[config.mk]
export PLATFORM = sky130hd
export DESIGN_NAME = i2c_master_bit_sequencer_unit
export DESIGN_NICKNAME = d
export VERILOG_FILES = /design/src/hdl/i2cmbs_pkg.sv /design/src/hdl/i2cmbs_front.sv /design/src/hdl/i2cmbs_back.sv /design/src/hdl/i2c_master_bit_sequencer_unit.sv
export VERILOG_INCLUDE_DIRS = /design/src /design/src/hdl
export SDC_FILE = /design/constraint.sdc
export NUM_CORES = 1
export LEC_CHECK = 0
export BUFFER_PORTS_ARGS = -buffer_cell sky130_fd_sc_hd__buf_2
export CAP_MARGIN = 25
export CORE_AREA = 2 2 100 126
export CTS_CLUSTER_DIAMETER = 40
export CTS_CLUSTER_SIZE = 10
export DETAILED_ROUTE_END_ITERATION = 7
export DIE_AREA = 0 0 102 128
export PLACE_DENSITY = 0.48
export SETUP_SLACK_MARGIN = 0.4
export SLEW_MARGIN = 10
export SYNTH_ARGS = -nofsm -noshare
export SYNTH_HDL_FRONTEND = slang
export SYNTH_SLANG_ARGS = --single-unit
[constraint.sdc]
create_clock -name clk -period 2.9 [get_ports clk]
set_input_delay 0.58 -clock clk [delete_from_list [all_inputs] [get_ports clk]]
set_output_delay 0.58 -clock clk [all_outputs]
set_load 0.02 [all_outputs]
[src/hdl/assert_macros.svh]
// Assertion macros used by the top-level RTL file.
`ifndef ASSERT_MACROS_SVH
`define ASSERT_MACROS_SVH

// Property that must hold at every clock edge outside reset.
`define I2CMBS_ASSERT_ALWAYS(lbl, prop, msg) \
	lbl: assert property (@(posedge clk) disable iff (!arst_n) (prop)) else $error(msg);

// Condition in this cycle implies a consequence in the next cycle.
`define I2CMBS_ASSERT_NEXT(lbl, cond, cons, msg) \
	lbl: assert property (@(posedge clk) disable iff (!arst_n) (cond) |=> (cons)) \
		else $error(msg);

`endif

[src/hdl/i2cmbs_pkg.sv]
// Shared types and constants of the I2C master bit sequencer.
package i2cmbs_pkg;

	typedef enum logic [2:0] {
		OP_START = 3'd0,
		OP_STOP  = 3'd1,
		OP_SEND  = 3'd2,
		OP_RECV  = 3'd3,
		OP_SACK  = 3'd4,
		OP_RACK  = 3'd5
	} op_t;

	typedef struct packed {
		op_t        op;
		logic [7:0] data;
		logic       ack;
		logic [7:0] samples;
	} cmd_t;

	typedef struct packed {
		logic busy;
	} sts_t;

	localparam int QDEPTH = 2;
	localparam int QPW    = (QDEPTH > 1) ? $clog2(QDEPTH) : 1;
	localparam int QCW    = $clog2(QDEPTH + 1);

	localparam logic [7:0] MSB_MASK = 8'h80;

endpackage

[src/hdl/i2cmbs_front.sv]
// Front end: accepts requests, drops unused codes and queues commands.
module i2cmbs_front (
	input  logic               clk,
	input  logic               arst_n,
	input  logic               in_valid,
	output logic               in_stall,
	input  logic [2:0]         operation,
	input  logic [7:0]         data_byte,
	input  logic               ack_value,
	input  logic [7:0]         line_samples,
	output i2cmbs_pkg::cmd_t   q_cmd,
	output logic               q_valid,
	input  logic               q_pop
);
	import i2cmbs_pkg::*;

	cmd_t           mem_q [QDEPTH];
	logic [QPW-1:0] wr_q;
	logic [QPW-1:0] rd_q;
	logic [QCW-1:0] cnt_q;
	logic           cmd_ok;
	logic           push;
	logic           pop;

	// Codes above receive acknowledge are accepted and then discarded.
	always_comb begin
		cmd_ok = operation inside {[OP_START:OP_RACK]};
	end

	assign in_stall = (cnt_q == QCW'(QDEPTH));
	assign push     = in_valid && !in_stall && cmd_ok;
	assign q_valid  = (cnt_q != '0);
	assign pop      = q_pop && q_valid;
	assign q_cmd    = mem_q[rd_q];

	always_ff @(posedge clk) begin
		if (push) begin
			mem_q[wr_q] <= '{op: op_t'(operation), data: data_byte, ack: ack_value,
				samples: line_samples};
		end
	end

	always_ff @(posedge clk or negedge arst_n) begin
		if (!arst_n) begin
			wr_q  <= '0;
			rd_q  <= '0;
			cnt_q <= '0;
		end else begin
			if (push) begin
				wr_q <= (wr_q == QPW'(QDEPTH - 1)) ? '0 : wr_q + 1'b1;
			end
			if (pop) begin
				rd_q <= (rd_q == QPW'(QDEPTH - 1)) ? '0 : rd_q + 1'b1;
			end
			if (push && !pop) begin
				cnt_q <= cnt_q + 1'b1;
			end else if (pop && !push) begin
				cnt_q <= cnt_q - 1'b1;
			end
		end
	end

endmodule

[src/hdl/i2cmbs_back.sv]
// Back end: steps through the pin writes of one command into an output register.
module i2cmbs_back (
	input  logic             clk,
	input  logic             arst_n,
	input  i2cmbs_pkg::cmd_t q_cmd,
	input  logic             q_valid,
	output logic             q_pop,
	output i2cmbs_pkg::sts_t sts,
	output logic             out_valid,
	input  logic             out_stall,
	output logic             scl_level,
	output logic             sda_level,
	output logic [7:0]       read_value,
	output logic             read_valid,
	output logic             last
);
	import i2cmbs_pkg::*;

	typedef enum logic [1:0] {
		S_IDLE = 2'b01,
		S_RUN  = 2'b10
	} state_t;

	state_t     state_q;
	op_t        op_q;
	logic       ack_q;
	logic [7:0] shift_q;
	logic [2:0] bit_q;
	logic [1:0] phase_q;
	logic       scl_q;
	logic       sda_q;
	logic       out_valid_q;
	logic [7:0] read_value_q;
	logic       read_valid_q;
	logic       last_q;

	logic       emit;
	logic       nxt_scl;
	logic       nxt_sda;
	logic       nxt_last;
	logic       nxt_rv;
	logic [7:0] nxt_rval;
	logic [7:0] nxt_shift;
	logic [2:0] nxt_bit;
	logic [1:0] nxt_phase;

	assign q_pop    = (state_q == S_IDLE) && q_valid;
	assign emit     = (state_q == S_RUN) && (!out_valid_q || !out_stall);
	assign sts.busy = (state_q == S_RUN);

	// The pin write for the current step of the command.
	always_comb begin
		nxt_scl   = scl_q;
		nxt_sda   = sda_q;
		nxt_last  = 1'b0;
		nxt_rv    = 1'b0;
		nxt_rval  = '0;
		nxt_shift = shift_q;
		nxt_bit   = bit_q;
		nxt_phase = phase_q + 1'b1;
		case (op_q)
			OP_START: begin
				case (phase_q)
					2'd0:    nxt_sda = 1'b1;
					2'd1:    nxt_scl = 1'b1;
					2'd2:    nxt_sda = 1'b0;
					default: begin
						nxt_scl  = 1'b0;
						nxt_last = 1'b1;
					end
				endcase
			end
			OP_STOP: begin
				case (phase_q)
					2'd0:    nxt_sda = 1'b0;
					2'd1:    nxt_scl = 1'b1;
					default: begin
						nxt_sda  = 1'b1;
						nxt_last = 1'b1;
					end
				endcase
			end
			OP_SEND: begin
				case (phase_q)
					2'd0:    nxt_sda = |(shift_q & MSB_MASK);
					2'd1:    nxt_scl = 1'b1;
					default: begin
						nxt_scl   = 1'b0;
						nxt_shift = {shift_q[6:0], 1'b0};
						nxt_bit   = bit_q + 1'b1;
						nxt_phase = 2'd0;
						nxt_last  = (bit_q == 3'd7);
					end
				endcase
			end
			OP_RECV: begin
				// The sample register rotates once per bit, so after eight bits
				// it again holds the whole received byte.
				case (phase_q)
					2'd0:    nxt_sda = 1'b1;
					2'd1: begin
						nxt_scl   = 1'b1;
						nxt_shift = {shift_q[6:0], shift_q[7]};
					end
					default: begin
						nxt_scl   = 1'b0;
						nxt_bit   = bit_q + 1'b1;
						nxt_phase = 2'd1;
						nxt_last  = (bit_q == 3'd7);
						nxt_rv    = (bit_q == 3'd7);
						nxt_rval  = (bit_q == 3'd7) ? shift_q : 8'h00;
					end
				endcase
			end
			OP_SACK: begin
				case (phase_q)
					2'd0:    nxt_sda = ack_q;
					2'd1:    nxt_scl = 1'b1;
					default: begin
						nxt_scl  = 1'b0;
						nxt_last = 1'b1;
					end
				endcase
			end
			OP_RACK: begin
				case (phase_q)
					2'd0:    nxt_sda = 1'b1;
					2'd1:    nxt_scl = 1'b1;
					default: begin
						nxt_scl  = 1'b0;
						nxt_last = 1'b1;
						nxt_rv   = 1'b1;
						nxt_rval = {7'd0, |(shift_q & MSB_MASK)};
					end
				endcase
			end
			default: begin
				nxt_last = 1'b1;
			end
		endcase
	end

	always_ff @(posedge clk) begin
		if (q_pop) begin
			op_q    <= q_cmd.op;
			ack_q   <= q_cmd.ack;
			shift_q <= (q_cmd.op == OP_SEND) ? q_cmd.data : q_cmd.samples;
		end else if (emit) begin
			shift_q <= nxt_shift;
		end
		if (emit) begin
			read_value_q <= nxt_rval;
			last_q       <= nxt_last;
		end
	end

	always_ff @(posedge clk or negedge arst_n) begin
		if (!arst_n) begin
			state_q      <= S_IDLE;
			bit_q        <= '0;
			phase_q      <= '0;
			scl_q        <= 1'b1;
			sda_q        <= 1'b1;
			out_valid_q  <= 1'b0;
			read_valid_q <= 1'b0;
		end else begin
			case (state_q)
				S_IDLE: begin
					if (q_valid) begin
						state_q <= S_RUN;
						bit_q   <= '0;
						phase_q <= '0;
					end
				end
				S_RUN: begin
					if (emit) begin
						bit_q   <= nxt_bit;
						phase_q <= nxt_phase;
						if (nxt_last) begin
							state_q <= S_IDLE;
						end
					end
				end
				default: begin
					state_q <= S_IDLE;
				end
			endcase
			if (emit) begin
				scl_q        <= nxt_scl;
				sda_q        <= nxt_sda;
				read_valid_q <= nxt_rv;
				out_valid_q  <= 1'b1;
			end else if (!out_stall) begin
				out_valid_q <= 1'b0;
			end
		end
	end

	assign out_valid  = out_valid_q;
	assign scl_level  = scl_q;
	assign sda_level  = sda_q;
	assign read_value = read_value_q;
	assign read_valid = read_valid_q;
	assign last       = last_q;

endmodule

[src/hdl/i2c_master_bit_sequencer_unit.sv]
// Top level of the I2C master bit sequencer: front end, command queue and pin sequencer.
//
// Usage: one request on the input channel is one bus command (start, stop, send byte,
// receive byte, send acknowledge, receive acknowledge). A request is taken when in_valid
// is high and in_stall is low. Codes six and seven are taken and discarded.
// The output channel gives one request per SCL/SDA pin write, with the level of both
// lines after the write; last marks the final write of a command, and read_valid with
// read_value carries the received byte or acknowledge bit on that final write.
// Command lengths: start 4, stop 3, send byte 24, receive byte 17, either acknowledge 3.
// After the edge that takes the command, the first write passes through the load into
// the sequencer and then the output register before it can be taken.
// After that the sequencer makes one write per cycle while the receiver does not stall,
// and between commands it returns to idle to load the next one. Its phase and bit
// counters step through the writes.
// A two-entry queue sits between front and back end, so new commands are taken while
// the current one is still being written out; in_stall rises only when the queue is full.
// When the receiver stalls, the output register holds its write and the sequencer
// pauses; the queue fills and then stalls the sender.
// Reset (arst_n low) empties the queue, drops any command in progress and sets both
// lines to released high.
`include "assert_macros.svh"

module i2c_master_bit_sequencer_unit (
	input  logic       clk,
	input  logic       arst_n,
	input  logic       in_valid,
	output logic       in_stall,
	input  logic [2:0] operation,
	input  logic [7:0] data_byte,
	input  logic       ack_value,
	input  logic [7:0] line_samples,
	output logic       out_valid,
	input  logic       out_stall,
	output logic       scl_level,
	output logic       sda_level,
	output logic [7:0] read_value,
	output logic       read_valid,
	output logic       last
);
	import i2cmbs_pkg::*;

	cmd_t q_cmd;
	logic q_valid;
	logic q_pop;
	sts_t sts;

	// Front end classifies each request and queues the valid commands.
	i2cmbs_front u_front (
		.clk          (clk),
		.arst_n       (arst_n),
		.in_valid     (in_valid),
		.in_stall     (in_stall),
		.operation    (operation),
		.data_byte    (data_byte),
		.ack_value    (ack_value),
		.line_samples (line_samples),
		.q_cmd        (q_cmd),
		.q_valid      (q_valid),
		.q_pop        (q_pop)
	);

	// Back end turns one queued command at a time into its series of pin writes.
	i2cmbs_back u_back (
		.clk        (clk),
		.arst_n     (arst_n),
		.q_cmd      (q_cmd),
		.q_valid    (q_valid),
		.q_pop      (q_pop),
		.sts        (sts),
		.out_valid  (out_valid),
		.out_stall  (out_stall),
		.scl_level  (scl_level),
		.sda_level  (sda_level),
		.read_value (read_value),
		.read_valid (read_valid),
		.last       (last)
	);

	// A received value only ever comes with the final write of a command.
	`I2CMBS_ASSERT_ALWAYS(a_read_on_last, !(out_valid && read_valid) || last, "read_valid without last")
	// Every command that ends with the clock high is a stop, which releases data too.
	`I2CMBS_ASSERT_ALWAYS(a_end_released, !(out_valid && last && scl_level) || sda_level, "command ended with SCL high and SDA low")
	// While a non-final write waits in the output register, the sequencer is still in its command.
	`I2CMBS_ASSERT_ALWAYS(a_busy_mid_cmd, !(out_valid && !last) || sts.busy, "sequencer idle mid command")
	// A stalled pin write stays on the output unchanged.
	`I2CMBS_ASSERT_NEXT(a_stall_hold, out_valid && out_stall, out_valid && $stable({scl_level, sda_level, read_value, read_valid, last}), "stalled write changed")

endmodule
; ---- Yosys cells after proc, flatten, opt, wreduce, memory -nomap -nowiden
; Memory sizes are Yosys's and may differ from the RTL's.
; Index checks and enable logic that the tools add are counted.
[totals]
mem_count = 1
register_bits = 36
mem_bits_rw = 40
out_inout_bits = 14
input_bits = 24
elab_cells = 136
[mem_list]
columns = name, words, word_bits, rd, rd_ports_with_merged_regs, wr, line
row1 = u_front.mem_q, 2, 20, 1, 0, 1, i2cmbs_front.sv:17  ; cmd_t mem_q [QDEPTH];
[op_classes]
n_addsub = 6
n_lt_le_gt_ge = 2
mux = 48
n_reduce_logical = 36
eq_ne = 28
[op_table]
columns = op, n
row1 = two-way mux 8 bit, 7
row2 = one-hot mux 8 bit (2 select lines), 2
row3 = two-way mux 2 bit, 9
row4 = inequality test 2 x 1 -> 1 bit (second input constant), 8
row5 = two-way mux 1 bit, 14
row6 = two-way mux 3 bit, 4
row7 = one-hot mux 2 bit (2 select lines), 3
row8 = inequality test 2 bit (second input constant), 5
row9 = one-hot mux 1 bit (2 select lines), 5
row10 = AND reduction 5 bit, 2
row11 = == test 3 x 2 -> 1 bit (second input constant), 3
row12 = == test 3 bit (second input constant), 3
row13 = logical AND 1 bit, 8
row14 = nonzero test 2 bit, 4
row15 = OR reduction 2 bit, 4
row16 = AND reduction 7 bit, 1
row17 = == test 2 bit (second input constant), 3
row18 = inequality test 3 x 2 -> 1 bit (second input constant), 2
row19 = one-hot mux 1 bit (3 select lines), 2
row20 = one-hot mux 3 bit (2 select lines), 1
row21 = AND reduction 3 bit, 2
row22 = nonzero test 3 bit, 2
row23 = OR reduction 3 bit, 2
row24 = logical NOT 1 bit, 5
row25 = other kinds (16), 19

; ---- Depth between registers and ports, before layout
; Gate-level depths: netlist of run 1.
[logic_depth]
depth_word = 8
depth_mapped = 9
depth_no_buf = 8

; ---- By module
; A second synthesis of run 1 with hierarchy kept.
[unflattened]
cells_unflattened = 230
hier_area_um2 = 3394.5
[modules_own_cells]
columns = mod, seq_area_each_um2, cells_each, instances, area_each_um2
row1 = i2cmbs_back, 909.6, 148, 1, 1717.9
row2 = i2cmbs_front, 1301.2, 82, 1, 1676.6

; ---- Worst setup path after synthesis of run 1
; OpenSTA, ideal clock, no wires.
[synth_timing]
path_kind = register to register
startpoint = reg u_back.state_q[0]
endpoint = reg u_back.shift_q[0], enable pin
path_stages_with_launch = 7
path_slack_ns = 0.608
synth_period_minus_slack_ns = 2.292
arrival_ns = 1.908
setup_time_ns = 0.384
required_ns = 2.516
n_path_buf = 1
path_cell_list = dfstp_2 > inv_1 > ha_1 > clkbuf_1 > and2_1 > nand2_1 > o21ai_0
[synth_via]
elab_chain_len = 4
word_cells_on_any_way = 9
classes_between = eq/ne (4) / reduce/logical (5)
[synth_lines]
columns = item, line
row1 = "start, declared", i2cmbs_back.sv:24  ; state_t state_q;
row2 = "start signal, assigned", i2cmbs_back.sv:159  ; state_q <= S_IDLE;
row3 = "start signal, assigned", i2cmbs_back.sv:170  ; state_q <= S_RUN;
row4 = "start signal, assigned", i2cmbs_back.sv:180  ; state_q <= S_IDLE;
row5 = == test 2 bit, i2cmbs_back.sv:48  ; assign emit = (state_q == S_RUN) && (!out_valid_q || !out_stall);
row6 = logical AND 1 bit, i2cmbs_back.sv:48
row7 = via u_back.emit, i2cmbs_back.sv:37  ; logic emit;
row8 = nonzero test 2 bit (no source line), --
row9 = AND reduction 4 bit (no source line), --
row10 = "end signal, assigned", i2cmbs_back.sv:147  ; shift_q <= (q_cmd.op == OP_SEND) ? q_cmd.data : q_cmd.samples;
row11 = "end signal, assigned", i2cmbs_back.sv:149  ; shift_q <= nxt_shift;
row12 = "end, declared", i2cmbs_back.sv:27  ; logic [7:0] shift_q;
; The timed path passes the listed nets, and every way through them passes these cells.
; A chain may end at the register's enable or synchronous reset.

; ---- Worst setup path after layout of run 1
[layout_timing]
startpoint = reg u_back.state_q[0]
endpoint = reg u_back.bit_q[0]
[layout_via]
elab_chain_len = 4
word_cells_on_any_way = 10
classes_between = eq/ne (6) / mux (1) / reduce/logical (3)
[layout_lines]
columns = item, line
row1 = == test 2 bit, "i2cmbs_back.sv:48, i2cmbs_back.sv:167"
row2 = logical AND 1 bit, i2cmbs_back.sv:48
row3 = inequality test 2 x 1 -> 1 bit (no source line), --
row4 = AND reduction 5 bit (no source line), --
row5 = "end signal, assigned", i2cmbs_back.sv:177  ; bit_q <= nxt_bit;
row6 = "end, declared", i2cmbs_back.sv:28  ; logic [2:0] bit_q;
; Parallel ways exist; a longest one is shown, timed or not.

==> flow_metrics.tcl, run 1 <==
set metrics [dict create \
    synth_top_area_share_pct 52.21 \
    clockRootBuffer "clkbuf_16" \
    grt_pass1_vias 2210 \
    layout-area-overhead-vs-synth_pct 19.83 \
    synth_ff_type "edfxtp_1" \
    synthTopCellsByCount "61 x edfxtp_1, 21 x inv_1, 16 x a21oi_1, 16 x nand2_1, 15 x nor2_1" \
    outcome "completed" \
    pwr-share-seq_pct 41.2 \
    cts_sinks 76 \
    ys_types 51 \
    route.met2.wl_um 3331 \
    max_slew.worst_pin.slew_ns 0.6527 \
    rows 45 \
    synth_compound_area_share_pct 10.49 \
    clockPowerShare_pct 26.8 \
    vias_per_cell 4.493 \
    arrival_ns 2.44 \
    n_fill_cell 1208 \
    ys_seq_area_share_pct 63.02 \
    synth_area_leader_cell "edfxtp_1" \
    core-area_um2 11940 \
    synth_simple_gate_area_share_pct 10.70 \
    ios 38 \
    powerDensity_nw_per_um2 1050 \
    drv_slew 0 \
    grt_max_degree 24 \
    top_layer "met4" \
    p_comb_share_pct 32.0 \
    worstSetupStartpointType "register" \
    drive_above_1_share_pct 25.55 \
    synth_edf_count 61 \
    diodes 0 \
    synth_most_common_cell "edfxtp_1" \
    antenna_left 0 \
    wirelength_met1_um 3099 \
    p_int_mw 2.929 \
    placed_area_um2 3890 \
    crit_path_end_kind "register" \
    ys_seq_elements 76 \
    hp-class "in -> async" \
    swShare_pct 33.66 \
    final-hold-violation-count 0 \
    synth_xor_area_share_pct 1.248 \
    vdd_drop_max_mv 0.3164 \
    synth_warnings 0 \
    num_vias 2161 \
    async_flop_share_pct 19.74 \
    rsz0062_at_grt "false" \
    syn-num-nets 308 \
    routed_wirelength_um 6768 \
    numCtsBuffers 9 \
    fin_area_um2 4204 \
    met3WireLength_um 227 \
    slew_headroom_pct 56.30 \
    setup_tns_ns 0 \
    grt_overflow_total 0 \
    grt_pass1_wl_um 11100 \
    worst_skew_pair.late_latency_ns 0.33 \
    die_width_um 102 \
    power_mw 4.415 \
    path_clk_slew_ns 0.06 \
    synthMuxAreaShare_pct 5.599 \
    first_pass_iters 4 \
    drtIter0Drc 100 \
    cts_setup_buffers 0 \
    worstSetupPathType "reg -> reg" \
    power_leakage_nw 1.632 \
    dp_hpwl_um 4761 \
    min_period_ns 2.224 \
    synth_area_per_cell_um2 12.99 \
    fin_skew_ns 0.01181 \
    netSwitchingPower_mw 1.486 \
    gp_congestion 0.8066 \
    fin_crit_sh_pct 76.69 \
    htree_levels 3 \
    cts-resized-gates 0 \
    fmax_ghz 0.4497 \
    io_buffers 37 \
    synth.cell_area_um2 3508 \
    die_y_um 128 \
    synthAdderAreaFrac_pct 4.993 \
    setup_viol 0 \
    cp_data_required_time_ns 3.12 \
    synth_top_family_by_area "simple AND/OR/NAND/NOR gates" \
    num-nets-final 351 \
    grt_usage_pct 11.22 \
    wl_per_cell_um 14.07 \
    postSynthCellCount 270 \
    ctsHoldBuffers 0 \
    drc 0 \
    clockBufferDepth 2 \
    die_area_um2 13060 \
    antenna_found_initial 0 \
    start_util_pct 29.39 \
    cap_violations 0 \
    yosys-top-cells-area "edfxtp_1 52%, dfrtp_1 8.6%, ha_1 5.0%, mux2_2 4.2%, a21oi_1 2.3%" \
    crit_fanout 11 \
    cts_tree "built" \
]
metrics by stage:
stage,hold WS [ns],worst slack (ns),utilization [%],cells
3_3_place_gp,0.4621,0.7616,32.59,466
3_5_place_dp,0.4720,0.6940,32.59,466
4_1_cts,0.1668,0.6795,35.22,481
5_1_grt,0.1766,0.6045,35.22,481
6_report,0.1625,0.6761,35.22,481
2_1_floorplan,0.2844,0.6077,-,270
per-layer routing:
metal | GRT usage (%) | vias to the layer above
met3 | 2.835 | 5
met5 | 0 | -
li1 | - | 1078
met2 | 18.50 | 40
met4 | 5.882 | 0
met1 | 13.36 | 1038
sequential cells by signal (all words and copies together), names as in the netlist, 2 cells and up:
name	count
u_back.phase_q	2
u_front.mem_q	40
u_back.op_q	3
u_back.shift_q	8
u_back.bit_q	3
u_back.read_value	8
u_front.cnt_q	2
u_back.state_q	2
cell type report:
type | instances | area [um2] | area share, %
Clock buffer | 9 | 225.2 | 5.357
Clock inverter | 6 | 88.84 | 2.113
Inverter | 22 | 85.08 | 2.024
Multi-Input combinational cell | 161 | 1159 | 27.56
Sequential cell | 76 | 2211 | 52.59
Tap cell | 164 | 205.2 | 4.881
Timing Repair Buffer | 43 | 230.2 | 5.476
layout by cell type, fill, tap and decap left out, drive strengths merged, types with 9 or more instances in the layout:
master / count
edfxtp: 61
a21oi: 17
buf: 43
clkbuf: 9
nor2: 16
mux2: 13
nand2: 16
ha: 14
dfrtp: 12
and2: 9
inv: 23
power by group through the flow:
stage / clock network, mW / logic [mW] / registers [mW]
after floorplan: 0 / 1.06 / 1.81
after global placement: 0 / 1.41 / 1.84
after detailed placement: 0 / 1.43 / 1.84
after CTS: 1.21 / 1.44 / 1.82
after global routing: 1.27 / 1.59 / 1.86
final: 1.18 / 1.41 / 1.82
cells by family after synthesis:
logic type | Yosys count
flops | 76
mux | 18
fa+ha+maj | 14
compound gates | 55
simple gates | 69
buf+inv | 33
xor+xnor | 5
worst paths after layout:
| path | from | end | slack, ns | cells after the start |
|---|---|---|---|---|
| min reg2reg | u_back.sda_level | u_back.sda_level | 0.48 | 2 |
| max in group asynchronous | arst_n | u_back.scl_level | 2.42 | 1 |
| max | u_back.state_q[0] | u_back.bit_q[0] | 0.68 | 6 |
| min in group clk | data_byte[2] | u_front.mem_q[0][11] | 0.43 | 1 |
| min | arst_n | u_back.bit_q[2] | 0.16 | 1 |
| max reg2reg | u_back.state_q[0] | u_back.bit_q[0] | 0.68 | 6 |
worst max-delay path: stages (launching register included):
cell and delay (ns):
dfstp_2 0.53, inv_1 0.05, ha_1 0.31, and3_1 0.27
a211o_1 0.36, a21oi_2 0.23, mux2_2 0.36
No activity file was read; power rests on OpenSTA's default activity.
==> run 2: changes to the inputs <==
- ABC_AREA: default -> 1
- PLACE_DENSITY: 0.48 -> 0.49
- clock period: 2.9 -> 2 ns (I/O delays scaled with it)
==> flow_metrics.tcl, run 2 <==
set metrics [dict create \
    ys_types 30 \
    power_leakage_nw 1.929 \
    drv_slew 0 \
    cap_violations 0 \
    clockRootBuffer "clkbuf_16" \
    antenna_left 0 \
    grt_usage_pct 11.31 \
    routed_wirelength_um 7340 \
    drtIter0Drc 62 \
    wl_per_cell_um 13.11 \
    rows 45 \
    synth_most_common_cell "nand2_1" \
    grt_max_degree 21 \
    drc 0 \
    dp_hpwl_um 4668 \
    drive_above_1_share_pct 31.31 \
    antenna_found_initial 0 \
    synth_area_leader_cell "edfxtp_1" \
    final_common_cell "nand2_1" \
    min_period_ns 1.616 \
    crit_fanout 3 \
    num_vias 2421 \
    synth_ff_type "edfxtp_1" \
    worstPathCellList "ha_4 > inv_2 > a21oi_4 > inv_6 > ha_4 > a21oi_2 > o21ai_1 > xor2_1" \
    core-area_um2 11940 \
    numCtsBuffers 9 \
    ys_seq_area_share_pct 63.58 \
    slowest_delay_ns 0.56 \
    layout-area-overhead-vs-synth_pct 30.95 \
    cp_slowest_cell "dfstp_2" \
    hp-class "in -> reg" \
    diodes 0 \
    die_area_um2 13060 \
    pwr-share-seq_pct 35.3 \
    die_y_um 128 \
    rsz0062_at_grt "true" \
    cp_data_required_time_ns 2.22 \
    htree_levels 3 \
    critPathMostFrequentCell "ha_4" \
    grt_pass1_wl_um 11160 \
    arrival_ns 1.84 \
    swShare_pct 38.39 \
    gp_congestion 0.8697 \
    powerDensity_nw_per_um2 1606 \
    synth_top_area_share_pct 52.68 \
    start_util_pct 29.13 \
    fin_area_um2 4553 \
    max_slew.worst_pin.slew_ns 0.3817 \
    setup_viol 0 \
    yosys-top-cells-area "edfxtp_1 53%, nand2_1 9.5%, dfrtp_1 8.6%, ha_1 5.0%, inv_1 3.8%" \
    worstSetupStartpointType "register" \
    clockPowerShare_pct 22.2 \
    ys_seq_elements 76 \
    synth_edf_count 61 \
    netSwitchingPower_mw 2.808 \
    p_comb_share_pct 42.5 \
    gr-usage-met3_pct 3.599 \
    grt_use_met2_pct 18.19 \
    vias_per_cell 4.323 \
    largest_reg_flops 40 \
    ios 38 \
    placed_area_um2 3940 \
    final-hold-violation-count 0 \
    setup_tns_ns 0 \
    num-nets-final 429 \
    cts_sinks 76 \
    synth.cell_area_um2 3477 \
    crit_path_end_kind "register" \
    slew_headroom_pct 74.55 \
    final_cell_mix "86 x nand2_1, 61 x edfxtp_1, 38 x buf_2" \
    first_pass_iters 4 \
    cts_tree "built" \
    worstSetupPathType "reg -> reg" \
    postSynthCellCount 324 \
    async_flop_share_pct 19.74 \
    path_clk_slew_ns 0.06 \
    gr-usage-met1_pct 13.73 \
    synth_area_per_cell_um2 10.73 \
    regMostFlops "u_front.mem_q" \
    grt_overflow_total 0 \
    top_usage_layer "met2" \
    worst_skew_pair.late_latency_ns 0.34 \
    outcome "completed" \
    io_buffers 37 \
    synthTopCellsByCount "88 x nand2_1, 61 x edfxtp_1, 35 x inv_1, 27 x nor2_1, 21 x nand3_1" \
    synth_warnings 0 \
    grt_pass1_vias 2293 \
    clockBufferDepth 2 \
    fin_skew_ns 0.007536 \
    vdd_drop_max_mv 0.4165 \
    p_int_mw 4.507 \
    die_width_um 102 \
    syn-num-nets 362 \
    fin_crit_sh_pct 80.78 \
    fmax_ghz 0.6190 \
]
==> run 2: area by class of cell <==
cell class                      count  area, um2
Inverter                           42      162.7
Clock inverter                      4      51.30
Tap cell                          164      205.2
Timing Repair Buffer               58      362.8
Multi-Input combinational cell    204       1311
Fill cell                        1210       7383
Sequential cell                    76       2213
Clock buffer                       12      246.5
==> run 2: final timing paths <==
| path | from | slack [ns] | endpoint | depth (start not counted) |
|---|---|---|---|---|
| worst max-delay path | u_back.state_q[0] | 0.38 | u_front.cnt_q[1] | 8 |
| worst min-delay path | line_samples[6] | 0.25 | u_front.mem_q[1][6] | 1 |
| worst max register to register | u_back.state_q[0] | 0.38 | u_front.cnt_q[1] | 8 |
| worst min register to register | u_back.scl_level | 0.47 | u_back.scl_level | 2 |
| max in group asynchronous | arst_n | 1.17 | u_back.sda_level | 2 |
| min in group asynchronous | arst_n | 0.52 | u_front.cnt_q[1] | 2 |
==> run 2: per-layer routing <==
layer	part of all wire, %	up-vias	routed length (um)
met1	44	1121	3250
met2	49	64	3594
met5	0	-	0
met4	2.0	0	146
li1	-	1227	-
met3	4.7	9	348
==> run 2: kinds of logic (layout without fill, tap and decap cells) <==
family | after synthesis | after routing | share of synthesized area (%)
compound gates | 26 | 27 | 4.570
xor+xnor | 4 | 4 | 1.008
fa+ha+maj | 14 | 14 | 5.038
buf+inv | 46 | 116 | 5.146
flops | 76 | 76 | 63.58
mux | 7 | 7 | 2.015
simple gates | 151 | 152 | 18.64
==> run 2: per-stage QoR <==
stage | setup WS, ns | total power, mW | hold slack [ns] | util, % | instances
global placement | 0.1981 | 5.029 | 0.3467 | 33.01 | 526
CTS | 0.2948 | 6.935 | 0.2381 | 36.47 | 549
detailed placement | 0.1817 | 5.038 | 0.3544 | 33.01 | 526
floorplan | 0.2045 | 4.397 | 0.1044 | - | 324
finish | 0.3844 | 7.314 | 0.2473 | 38.14 | 560
global route | 0.3118 | 7.829 | 0.2392 | 38.14 | 560
==> run 2: power groups by stage <==
| stage | logic [mW] | clock network (mW) | registers, mW |
|---|---|---|---|
| floorplan | 1.75 | 0 | 2.64 |
| global placement | 2.41 | 0 | 2.62 |
| detailed placement | 2.42 | 0 | 2.62 |
| CTS | 2.67 | 1.66 | 2.60 |
| global route | 3.46 | 1.73 | 2.64 |
| finish | 3.11 | 1.63 | 2.58 |
==> run 2: worst max-delay path: cells and delay by family, from the launching register on <==
kind / cells / cell delay, ns
XOR/XNOR: 1 / 0.14
buffers and inverters: 2 / 0.10
AO/OA/AOI/OAI: 3 / 0.33
flip-flops: 1 / 0.56
adder cells (fa/ha/maj): 2 / 0.37
==> run 2: timing repair <==
item                                   4_1_cts  5_1_grt
gates cloned                                 0        2
pin swaps                                    1        8
endpoints found under the hold margin       10        0
resized for setup                           15       27
setup endpoints to repair                   66       65
hold buffers                                 1        0
setup buffers                                6        9
==> run 3: changes to the inputs <==
- clock period: 2 -> 1.4 ns (I/O delays scaled with it)
==> flow_metrics.tcl, run 3 (same netlist as run 2, synthesis figures left out) <==
set metrics [dict create \
    worstSetupStartpointType "register" \
    top_layer "met4" \
    setup_viol 78 \
    power_leakage_nw 2.325 \
    regMostFlops "u_front.mem_q" \
    cts_tree "built" \
    antenna_left 0 \
    ios 38 \
    final-hold-violation-count 0 \
    final_common_cell "nand2_1" \
    diodes 0 \
    grt_overflow_total 0 \
    cap_violations 0 \
    io_buffers 37 \
    fin_util_pct 45.78 \
    hp-class "in -> reg" \
    htree_levels 3 \
    outcome "finished with violations" \
    core-area_um2 11940 \
    wl_per_cell_um 12.61 \
    rsz0062_at_grt "true" \
    grt_pass1_wl_um 12950 \
    n_fill_cell 1126 \
    worstSetupPathType "reg -> reg" \
    final_cell_mix "75 x nand2_1, 61 x edfxtp_1, 45 x buf_4" \
    met3WireLength_um 241 \
    drtIter0Drc 114 \
    clockRootBuffer "clkbuf_16" \
    cp_data_required_time_ns 1.62 \
    drv_slew 0 \
    slew_headroom_pct 73.07 \
    route.met2.wl_um 4066 \
    crit_path_end_kind "register" \
    max_slew.worst_pin.slew_ns 0.4040 \
    finalNonFillerCells 620 \
    num_vias 2618 \
    pre_cts_ws_ns -0.1694 \
    vdd_drop_max_mv 0.7963 \
    wirelength_met1_um 3346 \
    start_util_pct 29.13 \
    drc 0 \
    timing.final.ws_setup_ns -0.1768 \
    grt_usage_pct 12.95 \
    arrival_ns 1.79 \
    powerDensity_nw_per_um2 2310 \
    routed_wirelength_um 7821 \
    die_width_um 102 \
    grt_pass1_vias 2712 \
    grt_max_degree 21 \
    vias_per_cell 4.223 \
    fmax_ghz 0.6342 \
    cts_sinks 76 \
    post-place-cells 576 \
    dp_hpwl_um 5239 \
    layout-area-overhead-vs-synth_pct 57.14 \
    violations "setup timing" \
    rows 45 \
    fin_skew_ns 0.005665 \
    numCtsBuffers 9 \
    crit_fanout 3 \
    die_y_um 128 \
    die_area_um2 13060 \
    gp_congestion 0.8737 \
    path_clk_slew_ns 0.06 \
    worst_skew_pair.late_latency_ns 0.33 \
    largest_reg_flops 40 \
    first_pass_iters 4 \
    antenna_found_initial 0 \
    min_period_ns 1.577 \
    fin_crit_sh_pct 112.6 \
    clockBufferDepth 2 \
    drive_above_1_share_pct 48.46 \
    num-nets-final 489 \
]
==> run 3: per-layer routing <==
| metal | track usage (%) | vias to the layer above |
|---|---|---|
| met2 | 21.40 | 45 |
| li1 | - | 1351 |
| met5 | 0 | - |
| met3 | 3.381 | 11 |
| met4 | 6.039 | 0 |
| met1 | 15.64 | 1211 |
==> run 3: worst paths after layout <==
check                                  start              endpoint  slack (ns)  depth (start not counted)
setup / recovery           u_back.state_q[0]      u_front.cnt_q[1]       -0.18                          8
hold / removal                  data_byte[2]  u_front.mem_q[1][11]        0.13                          1
setup reg to reg           u_back.state_q[0]      u_front.cnt_q[1]       -0.18                          8
hold reg to reg             u_back.scl_level      u_back.scl_level        0.46                          2
max in group asynchronous             arst_n     u_back.state_q[0]        0.67                          2
min in group asynchronous             arst_n     u_back.state_q[1]        0.41                          2
==> run 3: through the flow <==
step / hold WS [ns] / TNS, ns / cell area, um2 / total power [mW]
2_1_floorplan: -0.01559 / -7.969 / 3667 / 6.662
3_3_place_gp: 0.2242 / -5.935 / 4496 / 8.643
3_5_place_dp: 0.2354 / -8.214 / 4496 / 8.705
4_1_cts: 0.1173 / -7.778 / 5261 / 12.25
5_1_grt: 0.1187 / -12.36 / 5464 / 13.53
6_report: 0.1316 / -7.456 / 5464 / 12.62
==> run 3: what timing repair did <==
action	CTS	global route
setup endpoints to repair	111	111
gates resized for setup	85	32
cloned	2	3
hold buffers	1	0
hold endpoints to repair	12	0
pin swaps	17	15
setup buffers	13	9
==> run 3: final cells by class <==
cell class                 count  area, um2  share of cell area (%)
clock inverter                 7      98.84                   1.809
clock buffer                   9      225.2                   4.122
timing repair buffer         118       1089                   19.92
sequential                    76       2213                   40.51
inverter                      42      167.7                   3.068
tap                          164      205.2                   3.755
multi-input combinational    204       1465                   26.81
==> run 3: report_power, final <==
part	switching, mW	internal, mW
combinational	3.22	3.15
sequential	0.408	3.32
clock	0.945	1.58
total	4.57	8.05
==> run 3: critical path, stage by stage (launching register included) <==
cell and delay [ns]:
dfstp_2 0.56, ha_4 0.14, inv_2 0.04, a21oi_4 0.12, inv_2 0.07, ha_4 0.22
a21oi_2 0.09, o21ai_1 0.08, xor2_1 0.14
